==> src/rtl/assert_macros.svh <==
// ---------------------------------------------------------------------------
// assert_macros.svh
// clocked assertion helpers, sampled on clk and disabled while rst_n is low
// ---------------------------------------------------------------------------
`ifndef ASSERT_MACROS_SVH
`define ASSERT_MACROS_SVH

// property holds on every enabled edge
`define AST_ALWAYS(lbl, prop) \
  lbl: assert property (@(posedge clk) disable iff (!rst_n) (prop)) \
    else $error("assertion failed: always");

// consequent holds on the same edge as the antecedent
`define AST_SAME(lbl, ante, cons) \
  lbl: assert property (@(posedge clk) disable iff (!rst_n) (ante) |-> (cons)) \
    else $error("assertion failed: same-cycle implication");

// consequent holds on the edge after the antecedent
`define AST_NEXT(lbl, ante, cons) \
  lbl: assert property (@(posedge clk) disable iff (!rst_n) (ante) |=> (cons)) \
    else $error("assertion failed: next-cycle implication");

`endif

==> src/rtl/blr_pkg.sv <==
// ---------------------------------------------------------------------------
// blr_pkg
// shared types and constants of the block linear resampler
// ---------------------------------------------------------------------------
`default_nettype none

package blr_pkg;

  typedef logic signed [15:0] sample_t;

  // outputs per block, a power of two so the phase splits into index and fraction
  localparam int FRAC_W        = 11;
  localparam int OUT_PER_BLOCK = 1 << FRAC_W;
  localparam int OUT_IDX_W     = FRAC_W + 1;

  localparam int RATE_W   = 13;
  localparam int ACC_W    = 24;
  localparam int RATE_MIN = 1024;
  localparam int RATE_MAX = 4096;
  localparam int RATE_RST = 2560;

  // register indexes
  localparam logic REG_IN_PER_MS = 1'b0;
  localparam logic REG_IQ_SWAP   = 1'b1;

endpackage

`default_nettype wire

==> src/rtl/blr_interp.sv <==
// ---------------------------------------------------------------------------
// blr_interp
// one-lane linear interpolation x0 + round((x1 - x0) * r / 2^FRAC_W)
// ---------------------------------------------------------------------------
`default_nettype none

module blr_interp (
  input  blr_pkg::sample_t            x0,
  input  blr_pkg::sample_t            x1,
  input  logic [blr_pkg::FRAC_W-1:0]  frac,
  output blr_pkg::sample_t            y
);
  import blr_pkg::*;

  localparam int PROD_W = 17 + FRAC_W + 1;
  localparam logic signed [PROD_W-1:0] HALF = PROD_W'(OUT_PER_BLOCK / 2);

  logic signed [16:0]              diff;
  logic signed [PROD_W-1:0]        prod;
  logic signed [PROD_W-1:0]        biased;
  logic signed [PROD_W-FRAC_W-1:0] step;
  logic signed [PROD_W-FRAC_W-1:0] sum;

  assign diff   = {x1[15], x1} - {x0[15], x0};
  assign prod   = diff * $signed({1'b0, frac});
  assign biased = prod + HALF;
  // floor division by a power of two: keep the upper bits
  assign step   = biased[PROD_W-1:FRAC_W];
  assign sum    = {{(PROD_W-FRAC_W-16){x0[15]}}, x0} + step;
  assign y      = sum[15:0];

endmodule

`default_nettype wire

==> src/rtl/block_linear_resampler.sv <==
// path: the first result of an input goes from the pending-job registers into the output register
// flow: an input is taken while no job is pending or while the pending job emits its last result;
//   the single output register takes one result per cycle while out_stall is low
// reset: synchronous active-low rst_n; in_per_ms returns to 2560, iq_swap to 0,
//   the first input after reset only primes the previous-sample store
// ---------------------------------------------------------------------------
// block_linear_resampler
// resamples I/Q input blocks to a fixed number of linearly interpolated outputs
// ---------------------------------------------------------------------------
`default_nettype none
`include "assert_macros.svh"

module block_linear_resampler (
  input  logic                        clk,
  input  logic                        rst_n,
  input  logic                        cfg_we,
  input  logic                        cfg_index,
  input  logic [blr_pkg::RATE_W-1:0]  cfg_data,
  input  logic                        in_valid,
  output logic                        in_stall,
  input  blr_pkg::sample_t            in_sample_i,
  input  blr_pkg::sample_t            in_sample_q,
  output logic                        out_valid,
  input  logic                        out_stall,
  output blr_pkg::sample_t            out_i,
  output blr_pkg::sample_t            out_q,
  output logic                        out_last_in_run,
  output logic                        out_block_end
);
  import blr_pkg::*;

  localparam logic [RATE_W-1:0]    RMIN     = RATE_W'(RATE_MIN);
  localparam logic [RATE_W-1:0]    RMAX     = RATE_W'(RATE_MAX);
  localparam logic [OUT_IDX_W-1:0] IDX_LAST = OUT_IDX_W'(OUT_PER_BLOCK - 1);
  localparam logic [OUT_IDX_W-1:0] IDX_PREV = OUT_IDX_W'(OUT_PER_BLOCK - 2);

  // configuration
  logic [RATE_W-1:0] in_per_ms_r;
  logic              iq_swap_r;

  // block state
  sample_t              prev_i_r, prev_q_r;
  logic [RATE_W-1:0]    in_pos_r, in_pos_nxt;
  logic [OUT_IDX_W-1:0] out_index_r, out_index_nxt;
  logic [ACC_W-1:0]     phase_acc_r, phase_acc_nxt;

  // pending job: one input with its one or two results
  logic              job_valid_r, job_valid_nxt;
  logic              job_sel_r, job_sel_nxt;
  logic              job_two_r;
  sample_t           job_x0i_r, job_x0q_r, job_x1i_r, job_x1q_r;
  logic [FRAC_W-1:0] job_r0_r, job_r1_r;
  logic              job_be0_r, job_be1_r;

  // output register
  logic    out_valid_r;
  sample_t out_i_r, out_q_r;
  logic    out_last_r, out_be_r;

  logic [RATE_W-1:0] rate;
  logic [ACC_W-1:0]  acc1, acc2;
  logic              due1, due2, block_wrap, in_xfer, new_job;
  logic              out_ld, emit, job_done;
  logic [FRAC_W-1:0] frac_sel;
  sample_t           yi, yq;

  always_comb begin
    if (in_per_ms_r < RMIN) begin
      rate = RMIN;
    end else if (in_per_ms_r > RMAX) begin
      rate = RMAX;
    end else begin
      rate = in_per_ms_r;
    end
  end

  assign acc1 = phase_acc_r + ACC_W'(rate);
  assign acc2 = phase_acc_r + ACC_W'({rate, 1'b0});

  assign due1 = !out_index_r[OUT_IDX_W-1] &&
                (RATE_W'(phase_acc_r[ACC_W-1:FRAC_W]) < in_pos_r);
  assign due2 = due1 && (out_index_r != IDX_LAST) &&
                (RATE_W'(acc1[ACC_W-1:FRAC_W]) < in_pos_r);
  assign block_wrap = (in_pos_r >= rate);

  // handshake
  assign out_ld   = !out_valid_r || !out_stall;
  assign emit     = job_valid_r && out_ld;
  assign job_done = emit && (job_sel_r || !job_two_r);
  assign in_stall = job_valid_r && !job_done;
  assign in_xfer  = in_valid && !in_stall;
  assign new_job  = in_xfer && (in_pos_r != '0) && due1;

  always_comb begin
    in_pos_nxt    = in_pos_r;
    out_index_nxt = out_index_r;
    phase_acc_nxt = phase_acc_r;
    if (in_xfer) begin
      if (in_pos_r == '0 || block_wrap) begin
        in_pos_nxt    = RATE_W'(1);
        out_index_nxt = '0;
        phase_acc_nxt = '0;
      end else begin
        in_pos_nxt = in_pos_r + RATE_W'(1);
        if (due2) begin
          out_index_nxt = out_index_r + OUT_IDX_W'(2);
          phase_acc_nxt = acc2;
        end else if (due1) begin
          out_index_nxt = out_index_r + OUT_IDX_W'(1);
          phase_acc_nxt = acc1;
        end
      end
    end
  end

  always_comb begin
    job_valid_nxt = job_valid_r;
    job_sel_nxt   = job_sel_r;
    if (new_job) begin
      job_valid_nxt = 1'b1;
      job_sel_nxt   = 1'b0;
    end else if (job_done) begin
      job_valid_nxt = 1'b0;
      job_sel_nxt   = 1'b0;
    end else if (emit) begin
      job_sel_nxt = 1'b1;
    end
  end

  always_ff @(posedge clk) begin
    if (!rst_n) begin
      in_per_ms_r <= RATE_W'(RATE_RST);
      iq_swap_r   <= 1'b0;
    end else if (cfg_we) begin
      case (cfg_index)
        REG_IN_PER_MS: in_per_ms_r <= cfg_data;
        REG_IQ_SWAP:   iq_swap_r   <= cfg_data[0];
        default:       in_per_ms_r <= in_per_ms_r;
      endcase
    end
  end

  always_ff @(posedge clk) begin
    if (!rst_n) begin
      in_pos_r    <= '0;
      out_index_r <= '0;
      phase_acc_r <= '0;
      job_valid_r <= 1'b0;
      job_sel_r   <= 1'b0;
      out_valid_r <= 1'b0;
    end else begin
      in_pos_r    <= in_pos_nxt;
      out_index_r <= out_index_nxt;
      phase_acc_r <= phase_acc_nxt;
      job_valid_r <= job_valid_nxt;
      job_sel_r   <= job_sel_nxt;
      if (out_ld) begin
        out_valid_r <= emit;
      end
    end
  end

  always_ff @(posedge clk) begin
    if (in_xfer) begin
      prev_i_r <= in_sample_i;
      prev_q_r <= in_sample_q;
    end
    if (new_job) begin
      job_two_r <= due2;
      job_x0i_r <= prev_i_r;
      job_x0q_r <= prev_q_r;
      job_x1i_r <= in_sample_i;
      job_x1q_r <= in_sample_q;
      job_r0_r  <= phase_acc_r[FRAC_W-1:0];
      job_r1_r  <= acc1[FRAC_W-1:0];
      job_be0_r <= (out_index_r == IDX_LAST);
      job_be1_r <= (out_index_r == IDX_PREV);
    end
    if (emit) begin
      out_i_r    <= iq_swap_r ? yq : yi;
      out_q_r    <= iq_swap_r ? yi : yq;
      out_last_r <= job_sel_r || !job_two_r;
      out_be_r   <= job_sel_r ? job_be1_r : job_be0_r;
    end
  end

  assign frac_sel = job_sel_r ? job_r1_r : job_r0_r;

  blr_interp u_interp_i (
    .x0   (job_x0i_r),
    .x1   (job_x1i_r),
    .frac (frac_sel),
    .y    (yi)
  );

  blr_interp u_interp_q (
    .x0   (job_x0q_r),
    .x1   (job_x1q_r),
    .frac (frac_sel),
    .y    (yq)
  );

  assign out_valid       = out_valid_r;
  assign out_i           = out_i_r;
  assign out_q           = out_q_r;
  assign out_last_in_run = out_last_r;
  assign out_block_end   = out_be_r;

  `AST_ALWAYS(a_idx_range, out_index_r <= OUT_IDX_W'(OUT_PER_BLOCK))
  `AST_SAME(a_second_sel, job_valid_r && job_sel_r, job_two_r)
  `AST_NEXT(a_run_cont, out_valid && !out_stall && !out_last_in_run, out_valid)
  `AST_SAME(a_priming, in_pos_r == '0, (out_index_r == '0) && (phase_acc_r == '0))

endmodule

`default_nettype wire
==> config.mk <==
export PLATFORM = sky130hd
export DESIGN_NAME = block_linear_resampler
export DESIGN_NICKNAME = d
export VERILOG_FILES = /design/src/rtl/blr_pkg.sv /design/src/rtl/blr_interp.sv /design/src/rtl/block_linear_resampler.sv
export VERILOG_INCLUDE_DIRS = /design/src /design/src/rtl
export SDC_FILE = /design/constraint.sdc
export NUM_CORES = 1
export LEC_CHECK = 0
export ABC_CLOCK_PERIOD_IN_PS = 10100
export BUFFER_PORTS_ARGS = -buffer_cell sky130_fd_sc_hd__clkbuf_2
export CORE_ASPECT_RATIO = 0.75
export CORE_UTILIZATION = 45
export DETAILED_ROUTE_END_ITERATION = 7
export SETUP_SLACK_MARGIN = 0.05
export SKIP_CTS_REPAIR_TIMING = 1
export SYNTH_ARGS = -nofsm -noshare
export SYNTH_HDL_FRONTEND = slang
export SYNTH_HIERARCHICAL = 1
export SYNTH_SLANG_ARGS = --single-unit
export TNS_END_PERCENT = 10
==> constraint.sdc <==
create_clock -name clk -period 10.1 [get_ports clk]
set_input_delay 1.01 -clock clk [delete_from_list [all_inputs] [get_ports clk]]
set_output_delay 1.01 -clock clk [all_outputs]
set_load 0.005 [all_outputs]
# Yosys cells after proc, flatten, opt, wreduce, memory -nomap -nowiden
# Index checks and enable logic that the tools add are counted.
word_totals:
  regBits: 221
  input_bits: 51
  out_inout_bits: 36
  wordCells: 87
op_classes:
  add_sub_neg: 11
  n_mul: 2
  magnitude_cmp: 5
  eq_ne: 3
  mux: 15
  bitwise: 2
  reduce_logical: 26
op_table:
  columns: ["cell", "n"]
  rows:
  - ["$mux W24", 3]
  - ["$add A27 B12 Y27 const B", 2]
  - ["$mul A17 B12 Y27", 2]
  - ["$mux W13", 3]
  - ["$mux W12", 3]
  - ["$sub A16 B16 Y17", 2]
  - ["$add A16 B16 Y16", 2]
  - ["$mux W16", 2]
  - ["$lt A13 B13 Y1", 2]
  - ["$add A24 B13 Y24", 1]
  - ["$add A24 B14 Y24", 1]
  - ["$eq A12 B11 Y1 const B", 2]
  - ["$add A13 B1 Y13 const B", 1]
  - ["$ge A13 B13 Y1", 1]
  - ["$gt A13 B13 Y1 const B", 1]
  - ["$logic_not A13 Y1", 1]
  - ["$lt A13 B11 Y1 const B", 1]
  - ["$reduce_bool A13 Y1", 1]
  - ["$add A12 B1 Y12 const B", 1]
  - ["$add A12 B2 Y12 const B", 1]
  - ["$ne A12 B11 Y1 const B", 1]
  - ["$mux W11", 1]
  - ["$logic_and A1 B1 Y1", 9]
  - ["$logic_not A1 Y1", 6]
  - ["7 further kinds", 14]

# Depth between registers and ports, before layout
depth:
  depth_word: 11
  mapped_depth: 41
  mapped_depth_nobuf: 40

# Cells and area by module
# Netlist, hierarchy kept.
modules_own_cells:
  columns: ["mod", "instances", "cells_each", "area_per_inst_um2", "seq_area_each_um2"]
  rows:
  - ["block_linear_resampler", 1, 892, 10632.7, 5975.7]
  - ["blr_interp at u_interp_i", 1, 1021, 8389.3, 0.0]
  - ["blr_interp at u_interp_q", 1, 911, 7792.5, 0.0]

# Worst setup path before layout
# Ideal clock, no wire load.
synth_path:
  path_kind: "register to register"
  startpoint: "register job_x0q_r[1]"
  endpoint: "register out_i_r[15] (netlist: out_i[15]) (data pin)"
  setup_ps: 260
  arrival_time_ps: 8658
  t_required_ps: 9840
  slack_ps: 1183
  path_stages_with_launch: 39
  path_buffers: 1
  synth_period_minus_slack_ps: 8917
  cell_sequence: "edfxtp_1 -> inv_1 -> ha_1 -> nor2b_1 -> o21a_1 -> o21ai_0 -> a31oi_1 -> a31oi_1 -> o21ai_0 -> nor2_1 -> xnor2_1 -> clkbuf_1 -> nand2_1 -> fa_1 -> fa_1 -> inv_1 -> fa_1 -> fa_1 -> [3 not listed] -> ha_1 -> a21o_1 -> a21oi_1 -> nand4_1 -> and3_4 -> a311o_2 -> a21o_2 -> a211oi_1 -> nor2_1 -> ha_1 -> or2_2 -> o31ai_1 -> a21oi_1 -> a31oi_1 -> o21ai_0 -> xnor3_1 -> xnor2_1 -> mux2_2"
synth_via:
  elab_chain_len: 5
synth_lines:
  columns: ["item", "line_no", "text"]
  rows:
  - ["from (decl)", "block_linear_resampler.sv:51", "sample_t job_x0i_r, job_x0q_r, job_x1i_r, job_x1q_r;"]
  - ["from (signal assigned)", "block_linear_resampler.sv:171", "job_x0q_r <= prev_q_r;"]
  - ["$sub A16 B16 Y17", "blr_interp.sv:24", "assign diff = {x1[15], x1} - {x0[15], x0};"]
  - ["$mul A17 B12 Y27", "blr_interp.sv:25", "assign prod = diff * $signed({1'b0, frac});"]
  - ["$add A27 B12 Y27", "blr_interp.sv:26", "assign biased = prod + HALF;"]
  - ["$add A16 B16 Y16 *", "blr_interp.sv:29", "assign sum = {{(PROD_W-FRAC_W-16){x0[15]}}, x0} + step;"]
  - ["net yq[15]", "block_linear_resampler.sv:65", "sample_t yi, yq;"]
  - ["$mux W16 *", "block_linear_resampler.sv:180", "out_i_r <= iq_swap_r ? yq : yi;"]
  - ["to (signal assigned)", "block_linear_resampler.sv:180", null]
  - ["to (decl)", "block_linear_resampler.sv:57", "sample_t out_i_r, out_q_r;"]
# The timed path passes the listed nets; every way through them passes the cells marked *.
# A chain may end at the register's enable or synchronous reset.

# Worst setup path after layout
layout_path:
  startpoint: "register job_x0q_r[0]"
  endpoint: "register out_i_r[15] (netlist: out_i[15]) (data pin)"
# Same word-level chain as after synthesis.

==> flow_results.org <==
** Routing
- Number of DRC violations after detailed-routing iteration 0 :: about 1300
- Once detail routing completed, the nets flagged for antenna violations numbered 0.
- After detailed routing, the total wire length is just under 70 mm.
- DRC viols :: 0
- Across all layers, the routed design uses 19600 vias.
- DR WL/cell :: 18.8 µm
- Via count normalized by instance count :: roughly 5.3
- The first TritonRoute pass finished after 6 iterations.

** Logic synthesis
- Sequential cells were found to cover approximately 22% of the synthesized design area.
- The share of synthesized area in the top cell type comes to between 20% and 30%.
- Counting every net in the synthesized netlist gives approximately 3500.
- In this run, synthesis produced a sequential element count of roughly 220.
- List of most frequent post-synthesis cells :: sky130_fd_sc_hd__inv_1, sky130_fd_sc_hd__fa_1, sky130_fd_sc_hd__nand2_1, sky130_fd_sc_hd__ha_1, sky130_fd_sc_hd__edfxtp_1
- Library cells used by synthesis :: 85
- Mapped Cells :: about 2800
- The most common cell in the synthesized netlist is sky130_fd_sc_hd__inv_1.
- Share of synthesized registers carrying an async set or reset :: 0%
- Ranking of synthesized cells by area :: sky130_fd_sc_hd__fa_1, sky130_fd_sc_hd__edfxtp_1, sky130_fd_sc_hd__ha_1
- Among all flip-flop cells after synthesis, the most frequent one is sky130_fd_sc_hd__edfxtp_1.
- Count of yosys warnings during synthesis :: 6
- A synthesized cell averages 9.50 µm².
- Library cell occupying the most area in the post-synthesis netlist :: sky130_fd_sc_hd__fa_1
- Counting flops with a built-in enable in the synthesized netlist gives between 150 and 200.
- In this run the cell area of the synthesized design comes to 26800 µm².

** Timing
- Number of setup violations in the final report :: 0
- For this run, the top clock speed supported by timing is around 100 MHz.
- Max Slew Vio Count :: 0
- Max-slew headroom :: between 10% and 20%
- Setup TNS :: 0 ps
- Counting I/O delays and the setup requirement, the final critical path takes around 9600 ps.
- Final Hold Viols :: 0
- Final cycle utilization of the critical path :: between 90% and 100%
- On the final layout, the worst clock skew is between 10 and 15 ps.
- Worst Tran Pin Value :: approximately 1200 ps
- Setup repair after global routing left no endpoint under its margin.

** Min path
- Path category of the worst min-delay check :: reg -> reg

** Floorplan
- For this design the top-level I/O count stands at between 80 and 90.
- DIE HEIGHT :: between 200 and 250 µm
- After floorplanning, the core was sized to cover ~59000 µm².
- The die covers slightly above 60000 µm².
- The initial utilization of the core area, before any placement, comes to a little under half.
- Width of the chip :: between 200 and 300 µm
- Number of core rows :: between 70 and 80

** Critical path
- Startpoint type of the worst setup path :: register
- Along the worst path, the maximum fanout reaches 8.
- Worst Path Arrival :: 9900 ps
- For this run, the slowest stage of the critical path takes between 500 and 600 ps.
- Data on the critical path is required at its endpoint by roughly 10000 ps.
- Worst setup EP type :: register
- The critical path is of the reg -> reg type.
- Most frequent CP cell :: sky130_fd_sc_hd__fa_1
- Worst reg-to-reg setup slack :: 510 ps
- For this design, the slowest cell found on the critical path is sky130_fd_sc_hd__fa_1.

** Finish
- Diodes inserted :: 0
- The multi-input combinational cells in the finished layout cover a total of around 19000 µm².
- Number of nets in the finished design :: between 3000 and 4000
- Fill cell instance count of the final layout :: roughly 5500
- Fraction of layout cells with a size suffix above 1 :: 9.94%
- Sequential standard cell area :: approximately 6000 µm²
- Synthesis-to-layout area growth :: 8.87%

** Clock tree
- In this run the number of H-tree levels came out at 1.
- Cell at the root of the clock tree :: sky130_fd_sc_hd__clkbuf_16
- TritonCTS created 26 clock buffers.
- Clock tree synthesis found a total of approximately 220 sinks.
- Source-to-sink clock delay at the later pin of the worst-skew pair :: around 560 ps
- TritonCTS built the clock tree.
- Clock-pin slew was measured on the worst setup and hold paths at about 60 ps.
- Number of buffers on the longest clock path :: 3

** Placed design
- Detailed placement finished with a half-perimeter wire length of 55.3 mm.
- In this run the tool buffered the top-level ports with 86 buffer cells.
- Routability-driven placement congestion ratio :: 0.877

** GRT
- Sum of overflow across all layers after global routing :: 0
- Vias in the first global route :: 20300
- Entering global routing, the biggest net connects between 50 and 60 pins.
- Initial antenna violation count :: 2
- The first global-routing pass estimated roughly 110 mm of wire.
- Global-route usage over all layers :: 23.5%

** Job
- Across the run, the number of max-cap violations was 0.

** Outcome
- Result of the run :: complete, no violations
worst max-delay path: cells and delay by family, from the launching register on:
| family | cells | cell delay, ps |
|---|---|---|
| xor+xnor | 3 | 960 |
| buf+inv | 4 | 380 |
| simple gates | 9 | 1720 |
| flops | 1 | 400 |
| compound gates | 11 | 1900 |
| fa+ha+maj | 9 | 3710 |
| mux | 1 | 260 |
routing by layer:
layer / routed length (µm) / up-vias / share of wire, % / GRT usage [%]
met5: 0 / - / 0 / 0
met4: 933 / 0 / 1.3 / 3.56
met3: 4440 / 71 / 6.4 / 3.96
met2: 29700 / 518 / 43 / 36.5
met1: 34400 / 9755 / 49 / 35.0
li1: - / 9277 / - / -
final cells by class:
cell class / count / share of cell area, %
clock buffers: 27 / 2.31
clock inverters: 21 / 0.981
inverters: 504 / 6.48
multi-input cells: 1996 / 63.6
flip-flops and latches: 221 / 20.5
well taps: 790 / 3.39
repair buffers: 138 / 2.81
final timing paths:
| path | start | end | cells after the start |
|---|---|---|---|
| setup reg to reg | job_x0q_r[0] | out_i[15] | 37 |
| hold reg to reg | prev_i_r[2] | job_x0i_r[2] | 0 |
| hold / removal | prev_i_r[2] | job_x0i_r[2] | 0 |
| setup / recovery | job_x0q_r[0] | out_i[15] | 37 |
layout by cell type, fill, tap and decap left out, types with 10 or more instances in the layout:
cell | netlist | final
sky130_fd_sc_hd__nor3_1 | 27 | 27
sky130_fd_sc_hd__a21oi_1 | 99 | 99
sky130_fd_sc_hd__xnor2_1 | 113 | 112
sky130_fd_sc_hd__o21a_1 | 20 | 20
sky130_fd_sc_hd__fa_1 | 328 | 328
sky130_fd_sc_hd__or3_1 | 10 | 10
sky130_fd_sc_hd__nor2_1 | 104 | 103
sky130_fd_sc_hd__and3_1 | 11 | 11
sky130_fd_sc_hd__a22oi_1 | 12 | 12
sky130_fd_sc_hd__clkbuf_16 | 0 | 27
sky130_fd_sc_hd__nand2_1 | 323 | 323
sky130_fd_sc_hd__ha_1 | 270 | 270
sky130_fd_sc_hd__a21o_1 | 31 | 31
sky130_fd_sc_hd__nor4_1 | 12 | 12
sky130_fd_sc_hd__and2_1 | 151 | 151
sky130_fd_sc_hd__dfxtp_1 | 66 | 65
sky130_fd_sc_hd__nand2b_1 | 32 | 32
sky130_fd_sc_hd__o21ai_0 | 63 | 62
sky130_fd_sc_hd__o211ai_1 | 28 | 28
sky130_fd_sc_hd__xor2_1 | 33 | 33
sky130_fd_sc_hd__buf_4 | 2 | 52
sky130_fd_sc_hd__o21bai_1 | 10 | 10
sky130_fd_sc_hd__mux2i_1 | 10 | 10
sky130_fd_sc_hd__inv_1 | 503 | 503
sky130_fd_sc_hd__nor2b_1 | 56 | 55
sky130_fd_sc_hd__edfxtp_1 | 155 | 155
sky130_fd_sc_hd__nand3_1 | 48 | 48
sky130_fd_sc_hd__mux2_2 | 54 | 54
sky130_fd_sc_hd__nand4_1 | 13 | 13
sky130_fd_sc_hd__clkbuf_2 | 0 | 86
cell families (layout without fill, tap and decap cells):
group | Yosys count | count (layout) | share of synthesized area (%)
AND/OR/NAND/NOR | 828 | 828 | 15.3
buffers and inverters | 607 | 690 | 8.65
adder cells (fa/ha/maj) | 598 | 598 | 37.1
AO/OA/AOI/OAI | 359 | 359 | 9.18
flip-flops | 221 | 221 | 22.3
XOR/XNOR | 147 | 147 | 4.85
multiplexers | 64 | 64 | 2.64
stage by stage:
stage,std cells,hold WS [ps],worst slack (ps),utilization (%),area [µm²]
2_1_floorplan,2824,400,1180,-,26800
3_3_place_gp,3648,401,551,47.9,28200
3_5_place_dp,3648,405,412,47.9,28200
4_1_cts,3696,419,338,49.6,29200
5_1_grt,3697,421,65.8,49.6,29200
6_report,3697,419,506,49.6,29200
registers in the layout, indices dropped and copies added (netlist names), 12 cells and up:
| signal | count |
|---|---|
| out_i | 16 |
| job_x0i_r | 16 |
| job_x1i_r | 16 |
| job_x0q_r | 16 |
| out_q | 16 |
| phase_acc_r | 24 |
| out_index_r | 12 |
| in_per_ms_r | 13 |
| in_pos_r | 13 |
| job_x1q_r | 16 |
| prev_q_r | 16 |
| prev_i_r | 16 |
Power is left out: the tool's default activity adds up to more than one toggle a clock period on the data nets, which glitch-free logic cannot reach.
